<file path="config.mk">
export PLATFORM = sky130hd
export DESIGN_NAME = adc_reading_to_lcd_text_unit
export DESIGN_NICKNAME = d
export VERILOG_FILES = /design/src/adclcd_pkg.sv /design/src/adc_reading_to_lcd_text_unit.sv
export VERILOG_INCLUDE_DIRS = /design/src /design/src/src
export SDC_FILE = /design/constraint.sdc
export NUM_CORES = 1
export LEC_CHECK = 0
export BUFFER_PORTS_ARGS = -buffer_cell sky130_fd_sc_hd__buf_2
export CORE_ASPECT_RATIO = 1.75
export CORE_MARGIN = 3
export CORE_UTILIZATION = 60
export DETAILED_ROUTE_END_ITERATION = 6
export MAX_ROUTING_LAYER = met4
export PLACE_DENSITY = 0.77
export SLEW_MARGIN = 25
export SYNTH_ARGS = -nofsm -noshare
export SYNTH_HDL_FRONTEND = slang
export SYNTH_SLANG_ARGS = --single-unit
</file>
<file path="constraint.sdc">
create_clock -name clk -period 20.6 [get_ports clk]
set_input_delay 2.06 -clock clk [delete_from_list [all_inputs] [get_ports clk]]
set_output_delay 2.06 -clock clk [all_outputs]
set_load 0.02 [all_outputs]
</file>
<file path="src/adc_reading_to_lcd_text_unit_assert.svh">
// Assertion macros for the display formatter.
// ADC_ASSERT is held off while rst is high; ADC_ASSERT_ALWAYS also checks during reset.
`ifndef ADC_READING_TO_LCD_TEXT_UNIT_ASSERT_SVH
`define ADC_READING_TO_LCD_TEXT_UNIT_ASSERT_SVH

`ifndef SYNTHESIS

`define ADC_ASSERT(label, prop) \
  label: assert property (@(posedge clk) disable iff (rst) prop) \
    else $error("adc_reading_to_lcd_text_unit: check failed");

`define ADC_ASSERT_ALWAYS(label, prop) \
  label: assert property (@(posedge clk) prop) \
    else $error("adc_reading_to_lcd_text_unit: reset check failed");

`else

`define ADC_ASSERT(label, prop)

`define ADC_ASSERT_ALWAYS(label, prop)

`endif

`endif

</file>
<file path="src/adclcd_pkg.sv">
package adclcd_pkg;

  // Port width of the converter reading
  localparam int SampleW = 12;
  localparam int SampleBitsDefault = 12;

  localparam int VoltScale = 33;
  localparam int PctScale = 100;

  // Display characters
  localparam logic [7:0] AsciiZero = 8'h30;
  localparam logic [7:0] CharSpace = 8'h20;
  localparam logic [7:0] CharDot = 8'h2E;
  localparam logic [7:0] CharVolt = 8'h56;
  localparam logic [7:0] CharPct = 8'h25;

  // Reciprocal of ten: (x * 52429) >> 19 is exact for any 16-bit x
  localparam logic [31:0] DivTenMul = 32'd52429;
  localparam int DivTenShift = 19;

  // Everything the byte sequencer needs for one reading
  typedef struct packed {
    logic [7:0] addr;
    logic [3:0] thou;
    logic [3:0] hund;
    logic [3:0] tens;
    logic [3:0] ones;
    logic [3:0] volt_int;
    logic [3:0] volt_frac;
    logic       pct_three;
    logic [3:0] pct_tens;
    logic [3:0] pct_ones;
  } text_t;

  function automatic logic [12:0] div10(input logic [15:0] x);
    logic [31:0] p;
    p = 32'(x) * DivTenMul;
    return p[31:DivTenShift];
  endfunction

  function automatic logic [3:0] rem10(input logic [15:0] x, input logic [12:0] q);
    logic [15:0] t;
    t = x - (16'(q) << 3) - (16'(q) << 1);
    return t[3:0];
  endfunction

endpackage

</file>
<file path="src/adc_reading_to_lcd_text_unit.sv">
// The first display byte (set-address command) is valid once the reading has passed
// stages 1 to 4 and the sequencer load; the 14 bytes (15 for a full-scale "100%") then
// follow one a cycle while text_stall is low; the single byte output port sets the reading rate.
// The 4-stage front pipeline takes a reading a cycle while reading_stall is low.
// Reset (rst, synchronous): all pipeline words and the sequencer are dropped, no byte is shown.
`include "adc_reading_to_lcd_text_unit_assert.svh"

module adc_reading_to_lcd_text_unit #(
  parameter int SAMPLE_BITS = adclcd_pkg::SampleBitsDefault
) (
  input  logic                           clk,
  input  logic                           rst,
  input  logic                           reading_valid,
  output logic                           reading_stall,
  input  logic [adclcd_pkg::SampleW-1:0] sample,
  input  logic [7:0]                     line_address,
  output logic                           text_valid,
  input  logic                           text_stall,
  output logic                           is_data,
  output logic [7:0]                     byte_out,
  output logic                           last
);
  import adclcd_pkg::*;

  localparam int ExtW = (SAMPLE_BITS > SampleW) ? SAMPLE_BITS : SampleW;
  localparam int VProdW = SAMPLE_BITS + 6;
  localparam int PProdW = SAMPLE_BITS + 7;
  localparam logic [SAMPLE_BITS:0] FullScale = (SAMPLE_BITS + 1)'((1 << SAMPLE_BITS) - 1);

  typedef enum logic [3:0] {
    SlotAddr, SlotThou, SlotHund, SlotTens, SlotOnes, SlotGap1,
    SlotVoltInt, SlotDot, SlotVoltFrac, SlotVoltUnit, SlotGap2,
    SlotPctHund, SlotPctTens, SlotPctOnes, SlotPctSign
  } slot_t;

  // stage registers
  logic                   v1, v2, v3, v4;
  logic [SAMPLE_BITS-1:0] s1;
  logic [7:0]             a1, a2, a3;
  logic [9:0]             q1_2;
  logic [3:0]             d0_2, d0_3, d1_3;
  logic [VProdW-1:0]      xv2;
  logic [PProdW-1:0]      xp2;
  logic [6:0]             q2_3;
  logic [5:0]             volts3;
  logic [6:0]             pct3;
  text_t                  txt4;

  // sequencer registers
  logic  busy;
  slot_t idx;
  text_t cur;

  logic r1, r2, r3, r4, load;
  logic [ExtW-1:0] s_ext;

  // stage 3 quotient by full scale: q0 = x >> B, remainder (x mod 2^B) + q0, one correction
  logic [5:0]             qv0;
  logic [6:0]             qp0;
  logic [SAMPLE_BITS:0]   rv, rp;
  logic [5:0]             volts_next;
  logic [6:0]             pct_next;

  // stage 4 digit split
  logic       three_next;
  logic [6:0] prest;
  logic [12:0] q3, qvt, qpt, q2_full;

  // handshake chain: a stage takes a new word when empty or when its word moves on
  assign load = v4 && (!busy || (!text_stall && idx == SlotPctSign));
  assign r4 = !v4 || load;
  assign r3 = !v3 || r4;
  assign r2 = !v2 || r3;
  assign r1 = !v1 || r2;
  assign reading_stall = !r1;

  assign s_ext = ExtW'(sample);

  always_comb begin
    qv0 = xv2[VProdW-1:SAMPLE_BITS];
    qp0 = xp2[PProdW-1:SAMPLE_BITS];
    rv = {1'b0, xv2[SAMPLE_BITS-1:0]} + (SAMPLE_BITS + 1)'(qv0);
    rp = {1'b0, xp2[SAMPLE_BITS-1:0]} + (SAMPLE_BITS + 1)'(qp0);
    volts_next = (rv >= FullScale) ? 6'(qv0 + 6'd1) : qv0;
    pct_next = (rp >= FullScale) ? 7'(qp0 + 7'd1) : qp0;
    q2_full = div10(16'(q1_2));
  end

  always_comb begin
    three_next = pct3 > 7'd99;
    prest = three_next ? 7'(pct3 - 7'd100) : pct3;
    q3 = div10(16'(q2_3));
    qvt = div10(16'(volts3));
    qpt = div10(16'(prest));
  end

  // stage 1: capture the masked reading
  always_ff @(posedge clk) begin
    if (rst) begin
      v1 <= 1'b0;
    end else if (r1) begin
      v1 <= reading_valid;
    end
    if (r1) begin
      s1 <= s_ext[SAMPLE_BITS-1:0];
      a1 <= line_address;
    end
  end

  // stage 2: scale products and first decimal digit
  always_ff @(posedge clk) begin
    if (rst) begin
      v2 <= 1'b0;
    end else if (r2) begin
      v2 <= v1;
    end
    if (r2) begin
      a2 <= a1;
      q1_2 <= 10'(div10(16'(s1)));
      d0_2 <= rem10(16'(s1), div10(16'(s1)));
      xv2 <= VProdW'(s1) * VProdW'(VoltScale);
      xp2 <= PProdW'(s1) * PProdW'(PctScale);
    end
  end

  // stage 3: divide by full scale, second digit
  always_ff @(posedge clk) begin
    if (rst) begin
      v3 <= 1'b0;
    end else if (r3) begin
      v3 <= v2;
    end
    if (r3) begin
      a3 <= a2;
      d0_3 <= d0_2;
      d1_3 <= rem10(16'(q1_2), q2_full);
      q2_3 <= 7'(q2_full);
      volts3 <= volts_next;
      pct3 <= pct_next;
    end
  end

  // stage 4: remaining digits
  always_ff @(posedge clk) begin
    if (rst) begin
      v4 <= 1'b0;
    end else if (r4) begin
      v4 <= v3;
    end
    if (r4) begin
      txt4.addr <= a3;
      txt4.ones <= d0_3;
      txt4.tens <= d1_3;
      txt4.hund <= rem10(16'(q2_3), q3);
      txt4.thou <= 4'(q3);
      txt4.volt_int <= 4'(qvt);
      txt4.volt_frac <= rem10(16'(volts3), qvt);
      txt4.pct_three <= three_next;
      txt4.pct_tens <= 4'(qpt);
      txt4.pct_ones <= rem10(16'(prest), qpt);
    end
  end

  // byte sequencer: one display word a cycle unless text_stall, hundreds of percent only at full scale
  always_ff @(posedge clk) begin
    if (rst) begin
      busy <= 1'b0;
      idx <= SlotAddr;
    end else if (load) begin
      busy <= 1'b1;
      idx <= SlotAddr;
    end else if (busy && !text_stall) begin
      if (idx == SlotPctSign) begin
        busy <= 1'b0;
      end else if (idx == SlotGap2 && !cur.pct_three) begin
        idx <= SlotPctTens;
      end else begin
        idx <= slot_t'(4'(idx + 4'd1));
      end
    end
    if (load) begin
      cur <= txt4;
    end
  end

  // output word select
  always_comb begin
    is_data = 1'b1;
    last = 1'b0;
    case (idx)
      SlotAddr: begin
        is_data = 1'b0;
        byte_out = cur.addr;
      end
      SlotThou:     byte_out = AsciiZero + 8'(cur.thou);
      SlotHund:     byte_out = AsciiZero + 8'(cur.hund);
      SlotTens:     byte_out = AsciiZero + 8'(cur.tens);
      SlotOnes:     byte_out = AsciiZero + 8'(cur.ones);
      SlotGap1:     byte_out = CharSpace;
      SlotVoltInt:  byte_out = AsciiZero + 8'(cur.volt_int);
      SlotDot:      byte_out = CharDot;
      SlotVoltFrac: byte_out = AsciiZero + 8'(cur.volt_frac);
      SlotVoltUnit: byte_out = CharVolt;
      SlotGap2:     byte_out = CharSpace;
      SlotPctHund:  byte_out = AsciiZero + 8'(cur.pct_three);
      SlotPctTens:  byte_out = AsciiZero + 8'(cur.pct_tens);
      SlotPctOnes:  byte_out = AsciiZero + 8'(cur.pct_ones);
      SlotPctSign: begin
        byte_out = CharPct;
        last = 1'b1;
      end
      default:      byte_out = CharSpace;
    endcase
  end

  assign text_valid = busy;

  // checks
  `ADC_ASSERT_ALWAYS(a_reset_quiet, rst |=> !text_valid)
  `ADC_ASSERT(a_cmd_after_last, text_valid && !text_stall && last |=> !text_valid || !is_data)
  `ADC_ASSERT(a_hund_full_only, busy && idx == SlotPctHund |-> cur.pct_three)
  `ADC_ASSERT(a_scaled_range, v3 |-> volts3 <= 6'd33 && pct3 <= 7'd100)
  `ADC_ASSERT(a_s4_holds, v4 && !load |=> v4 && $stable(txt4))

endmodule
</file>
==> impl_metrics.env, run 1 <==
export IMPL_n_fill_cell=1979
export IMPL_period_share_pct=37.5
export IMPL_ioPinCount=36
export IMPL_synth_distinct_cells=67
export IMPL_num_vias=10400
export IMPL_status="finished, final reports clean"
export IMPL_insertion_delay_ns=0.45
export IMPL_hold_path_class="flip-flop to flip-flop"
export IMPL_track_usage_pct=23.4
export IMPL_cts_resized=0
export IMPL_maxSlewViolCount=0
export IMPL_final_hold_viol_count=0
export IMPL_cp_arrival_ns=7.92
export IMPL_grt_max_degree=54
export IMPL_yosysTopAreaCellShare_pct=34.5
export IMPL_synth_simple_area_share_pct=7.21
export IMPL_via_per_inst=5.76
export IMPL_syn_nets=1848
export IMPL_rsz0062_at_grt="false"
export IMPL_fmax_mhz=129
export IMPL_cts_setup_buffers=0
export IMPL_drtAntennaViolNets=0
export IMPL_clk_pin_slew_ns=0.07
export IMPL_cts_root_buf="clkbuf_16"
export IMPL_max_clock_path_buffers=2
export IMPL_worst_endpoint_required_ns=20.79
export IMPL_cp_end_kind="flip-flop"
export IMPL_synthAdderAreaFrac_pct=35.5
export IMPL_worst_pin_slew_ns=1.02
export IMPL_synth_xor_xnor_area_share_pct=4.80
export IMPL_rows=78
export IMPL_die_area_mm2=0.0290
export IMPL_synth_top_family_by_area="adder cells"
export IMPL_path_class="flip-flop to flip-flop"
export IMPL_synth_seq_cells=195
export IMPL_first_pass_iters=5
export IMPL_yosysSeqAreaShare_pct=35.7
export IMPL_globalplace_congestion=0.928
export IMPL_fin_nets=1889
export IMPL_finalSetupViolations=0
export IMPL_syn_inst=1423
export IMPL_dpl_hpwl_mm=26.3
export IMPL_cts_tree="built"
export IMPL_grt_pass1_wl_mm=51.7
export IMPL_core_area_mm2=0.0263
export IMPL_die_y_um=223
export IMPL_period_needed_ns=7.73
export IMPL_numPortBuffers=35
export IMPL_tns_ns=0
export IMPL_antenna_found_initial=1
export IMPL_routed_wl_mm=31.4
export IMPL_yosysWarnings=0
export IMPL_grt_pass1_vias=11100
export IMPL_cp_top_family="adder cells"
export IMPL_synth_top_area_cell="edfxtp_1"
export IMPL_floorplan_initialDensity_pct=61.6
export IMPL_synth_mux_area_share_pct=0.913
export IMPL_synth_most_common_cell="ha_1"
export IMPL_first_iter_violations=458
export IMPL_area_growth_pct=6.93
export IMPL_layout_drive_gt1_share_pct=6.23
export IMPL_cts_hold_buf=0
export IMPL_post_drt_wl_per_cell_um=17.4
export IMPL_worst_path_max_fanout=9
export IMPL_synth_edff_count=186
export IMPL_final_setup_skew_ns=0.0113
export IMPL_ys_top_cells_by_area="edfxtp_1, ha_1, fa_1, inv_1, xnor2_1"
export IMPL_clock_sinks=195
export IMPL_slew_headroom_pct=31.7
export IMPL_crit_slowest_cell="edfxtp_1"
export IMPL_syn_area_per_cell_um2=11.4
export IMPL_crit_buf_inv=4
export IMPL_ys_async_sr_fraction_pct=0
export IMPL_synth_compound_area_share_pct=9.78
export IMPL_worstSetupStartpointType="flip-flop"
export IMPL_ys_flop_type="edfxtp_1"
export IMPL_drc=0
export IMPL_htreeDepth=4
export IMPL_grt_overflow=0
export IMPL_netlist_top_cells_count="ha_1, inv_1, edfxtp_1"
export IMPL_cts_made_buffers=17
export IMPL_cap_violations=0
export IMPL_die_x_um=130
export IMPL_critPathMaxStageDelay_ns=0.58
export IMPL_synth_area_mm2=0.0162
logic make-up (layout without fill, tap and decap cells):
logic type               count (synthesis)  in the layout
AO/OA/AOI/OAI                          235            235
XOR/XNOR                                87             87
adder cells (fa/ha/maj)                401            401
buffers and inverters                  263            316
flip-flops                             195            195
multiplexers                            14             14
other                                    0              1
AND/OR/NAND/NOR                        228            228
registers in the layout (all words and copies together), names as in the netlist, 6 cells and up:
| register | cells |
|---|---|
| cur | 39 |
| txt4 | 39 |
| xv2 | 18 |
| xp2 | 14 |
| s1 | 12 |
| q1_2 | 9 |
| a1 | 8 |
| a2 | 8 |
| a3 | 8 |
| pct3 | 7 |
| q2_3 | 6 |
| volts3 | 6 |
worst register-to-register path: cells and delay by family, from the launching register on:
family / cells / cell delay (ns)
adders and majority gates: 6 / 2.11
and+or+nand+nor: 8 / 2.06
AOI/OAI and AO/OA: 8 / 1.96
DFF: 1 / 0.58
xor gates and xnor gates: 2 / 0.32
muxes: 1 / 0.24
buffers and inverters: 4 / 0.23
per-layer routing:
metal  wire [um]  part of all wire (%)  vias to the layer above  global-route usage, %
met1       11200                    36                     4967                   23.0
met4        1600                   5.1                        0                   11.4
met2       17800                    57                      189                   43.1
met3         803                   2.6                      101                   3.98
met5           0                     0                        -                      -
li1            -                     -                     5096                      -
layout by cell type (no fill, tap or decap), types with 8 or more instances in the layout:
cell type / instances
nand4_1: 13
clkbuf_16: 17
nor2_1: 55
nand2_1: 42
o21ai_0: 39
a31oi_1: 11
nand3b_1: 9
mux2i_1: 8
o21a_1: 8
and3_1: 13
nand2b_1: 11
nand3_1: 23
buf_2: 35
dfxtp_1: 9
o21bai_1: 8
xnor2_1: 62
a21oi_1: 67
xor2_1: 24
or2_2: 8
nor3_1: 15
inv_1: 246
edfxtp_1: 186
a211oi_1: 11
a21o_1: 21
nor2b_1: 12
fa_1: 97
ha_1: 304
through the flow:
stage               instances  worst slack [ns]  util (%)  area (um^2)  hold slack (ns)
floorplan                1423             13.74         -        16200            0.400
global placement         1764             13.03      63.7        16700            0.401
detailed placement       1764             12.85      63.7        16700            0.405
CTS                      1795             12.83      65.8        17300            0.421
global route             1797             12.24      65.9        17300            0.423
finish                   1797             12.87      65.9        17300            0.418
path summary, 6_finish.rpt:
path	startpoint	end	slack, ns	cells past startpoint
worst max-delay path	pct3[1]	txt4[3]	12.87	29
worst max register to register	pct3[1]	txt4[3]	12.87	29
worst min register to register	d0_3[2]	txt4[19]	0.42	0
worst min-delay path	d0_3[2]	txt4[19]	0.42	0
layout make-up:
type | instances | area [um^2] | area share [%]
Timing Repair Buffer | 38 | 210 | 1.22
Clock buffer | 17 | 425 | 2.46
Inverter | 247 | 930 | 5.38
Multi-Input combinational cell | 965 | 9430 | 54.6
Sequential cell | 195 | 5770 | 33.3
Tap cell | 320 | 400 | 2.32
Clock inverter | 14 | 124 | 0.716
Antenna cell | 1 | 2.50 | 0.0145
Power of run 1 is left out: the tool's default activity adds up to more than one toggle a clock period on the data nets, which glitch-free logic cannot reach.
==> inputs of run 2 (changes only) <==
==> constraint.sdc (replaced) <==
create_clock -name clk -period 8.03 [get_ports clk]
set_input_delay 0.803 -clock clk [delete_from_list [all_inputs] [get_ports clk]]
set_output_delay 0.803 -clock clk [all_outputs]
set_load 0.02 [all_outputs]
==> impl_metrics.env, run 2 (synthesis gave the netlist of run 1 again) <==
export IMPL_r2r_end="txt4[3]"
export IMPL_die_x_um=130
export IMPL_mostFrequentLayoutCell="ha_1"
export IMPL_worstSetupStartpointType="flip-flop"
export IMPL_hold_path_class="flip-flop to flip-flop"
export IMPL_cts_tree="built"
export IMPL_worst_path_max_fanout=6
export IMPL_antenna_found_initial=0
export IMPL_cts_root_buf="clkbuf_16"
export IMPL_finalSetupViolations=0
export IMPL_die_y_um=223
export IMPL_cts_hold_buf=0
export IMPL_core_area_mm2=0.0263
export IMPL_maxSlewViolCount=0
export IMPL_reg2reg_depth=30
export IMPL_period_share_pct=93.5
export IMPL_worst_endpoint_required_ns=8.22
export IMPL_track_usage_pct=23.9
export IMPL_status="finished, final reports clean"
export IMPL_slew_headroom_pct=35.5
export IMPL_grt_pass1_wl_mm=52.6
export IMPL_reg_top3="cur (39), txt4 (39), xv2 (18)"
export IMPL_period_needed_ns=7.51
export IMPL_fin_area_mm2=0.0174
export IMPL_globalplace_congestion=0.949
export IMPL_insertion_delay_ns=0.45
export IMPL_ioPinCount=36
export IMPL_critPathMaxStageDelay_ns=0.51
export IMPL_r2r_setup_slack_ns=0.52
export IMPL_fin_nets=1906
export IMPL_final_cell_mix="ha_1, inv_1, edfxtp_1"
export IMPL_numPortBuffers=35
export IMPL_routed_wl_mm=32.4
export IMPL_grt_overflow=0
export IMPL_htreeDepth=4
export IMPL_drtAntennaViolNets=0
export IMPL_holdWs_ns=0.419
export IMPL_post_layout_nonfiller_instances=1813
export IMPL_grt_max_degree=54
export IMPL_reg2reg_from="pct3[1]"
export IMPL_crit_slowest_cell="edfxtp_1"
export IMPL_cap_violations=0
export IMPL_layout_drive_gt1_share_pct=7.30
export IMPL_finalCoreUtilization_pct=66.4
export IMPL_path_class="flip-flop to flip-flop"
export IMPL_post_drt_wl_per_cell_um=17.9
export IMPL_cts_made_buffers=17
export IMPL_worst_pin_slew_ns=0.966
export IMPL_first_pass_iters=7
export IMPL_cp_end_kind="flip-flop"
export IMPL_final_setup_skew_ns=0.0123
export IMPL_drc=0
export IMPL_via_per_inst=5.81
export IMPL_floorplan_initialDensity_pct=61.6
export IMPL_rows=78
export IMPL_cp_arrival_ns=7.71
export IMPL_diodes=0
export IMPL_final_hold_viol_count=0
export IMPL_dpl_hpwl_mm=26.6
export IMPL_clock_sinks=195
export IMPL_area_growth_pct=7.84
export IMPL_place_area_mm2=0.0167
export IMPL_clk_pin_slew_ns=0.07
export IMPL_die_area_mm2=0.0290
export IMPL_crit_path_start="pct3[1]"
export IMPL_grt_pass1_vias=11100
export IMPL_dp_cells=1768
export IMPL_crit_end="txt4[3]"
export IMPL_num_vias=10500
export IMPL_first_iter_violations=517
export IMPL_max_clock_path_buffers=2
export IMPL_fmax_mhz=133
-- run 2: worst min path at each step --
stage,startpoint,end,slack (ns),depth (start not counted)
after floorplan,a1[0],a2[0],0.40,0
after global placement,a2[3],a3[3],0.40,0
after detailed placement,a1[0],a2[0],0.40,0
after CTS,a3[1],txt4[34],0.42,0
after global routing,txt4[13],cur[13],0.42,0
final,d0_2[1],d0_3[1],0.42,0
-- run 2: area by class of cell --
type / instances / area, um^2
clock inverter: 13 / 136
tap: 320 / 400
multi-input combinational: 965 / 9430
sequential: 195 / 5770
inverter: 247 / 927
timing repair buffer: 55 / 345
fill: 1971 / 8820
clock buffer: 18 / 429
-- run 2: metal layers --
layer  GRT usage, %  share of wire, %
met1           23.4                35
met4           13.0               5.4
met3           2.59               2.3
met5              -                 0
met2           44.6                57
-- run 2: worst max-delay path: cells and delay by family, from the launching register on --
kind / cells / cell delay [ns]
AOI/OAI and AO/OA: 8 / 2.03
xor gates and xnor gates: 2 / 0.33
adders and majority gates: 6 / 2.09
buffers and inverters: 5 / 0.38
DFF: 1 / 0.51
muxes: 1 / 0.22
and+or+nand+nor: 8 / 1.69
-- run 2: repair_timing --
item | 4_1_cts | 5_1_grt
buffers inserted | 0 | 13
resized for setup | 0 | 1
setup endpoints to repair | 0 | 1
-- run 2: per-stage QoR --
step | setup TNS (ns) | setup WS (ns)
after detailed placement | 0 | 0.481
after global placement | 0 | 0.725
after global routing | -0.0257 | -0.0257
after floorplan | 0 | 1.17
after CTS | 0 | 0.430
final | 0 | 0.519
Power of run 2 is left out for the same reason.
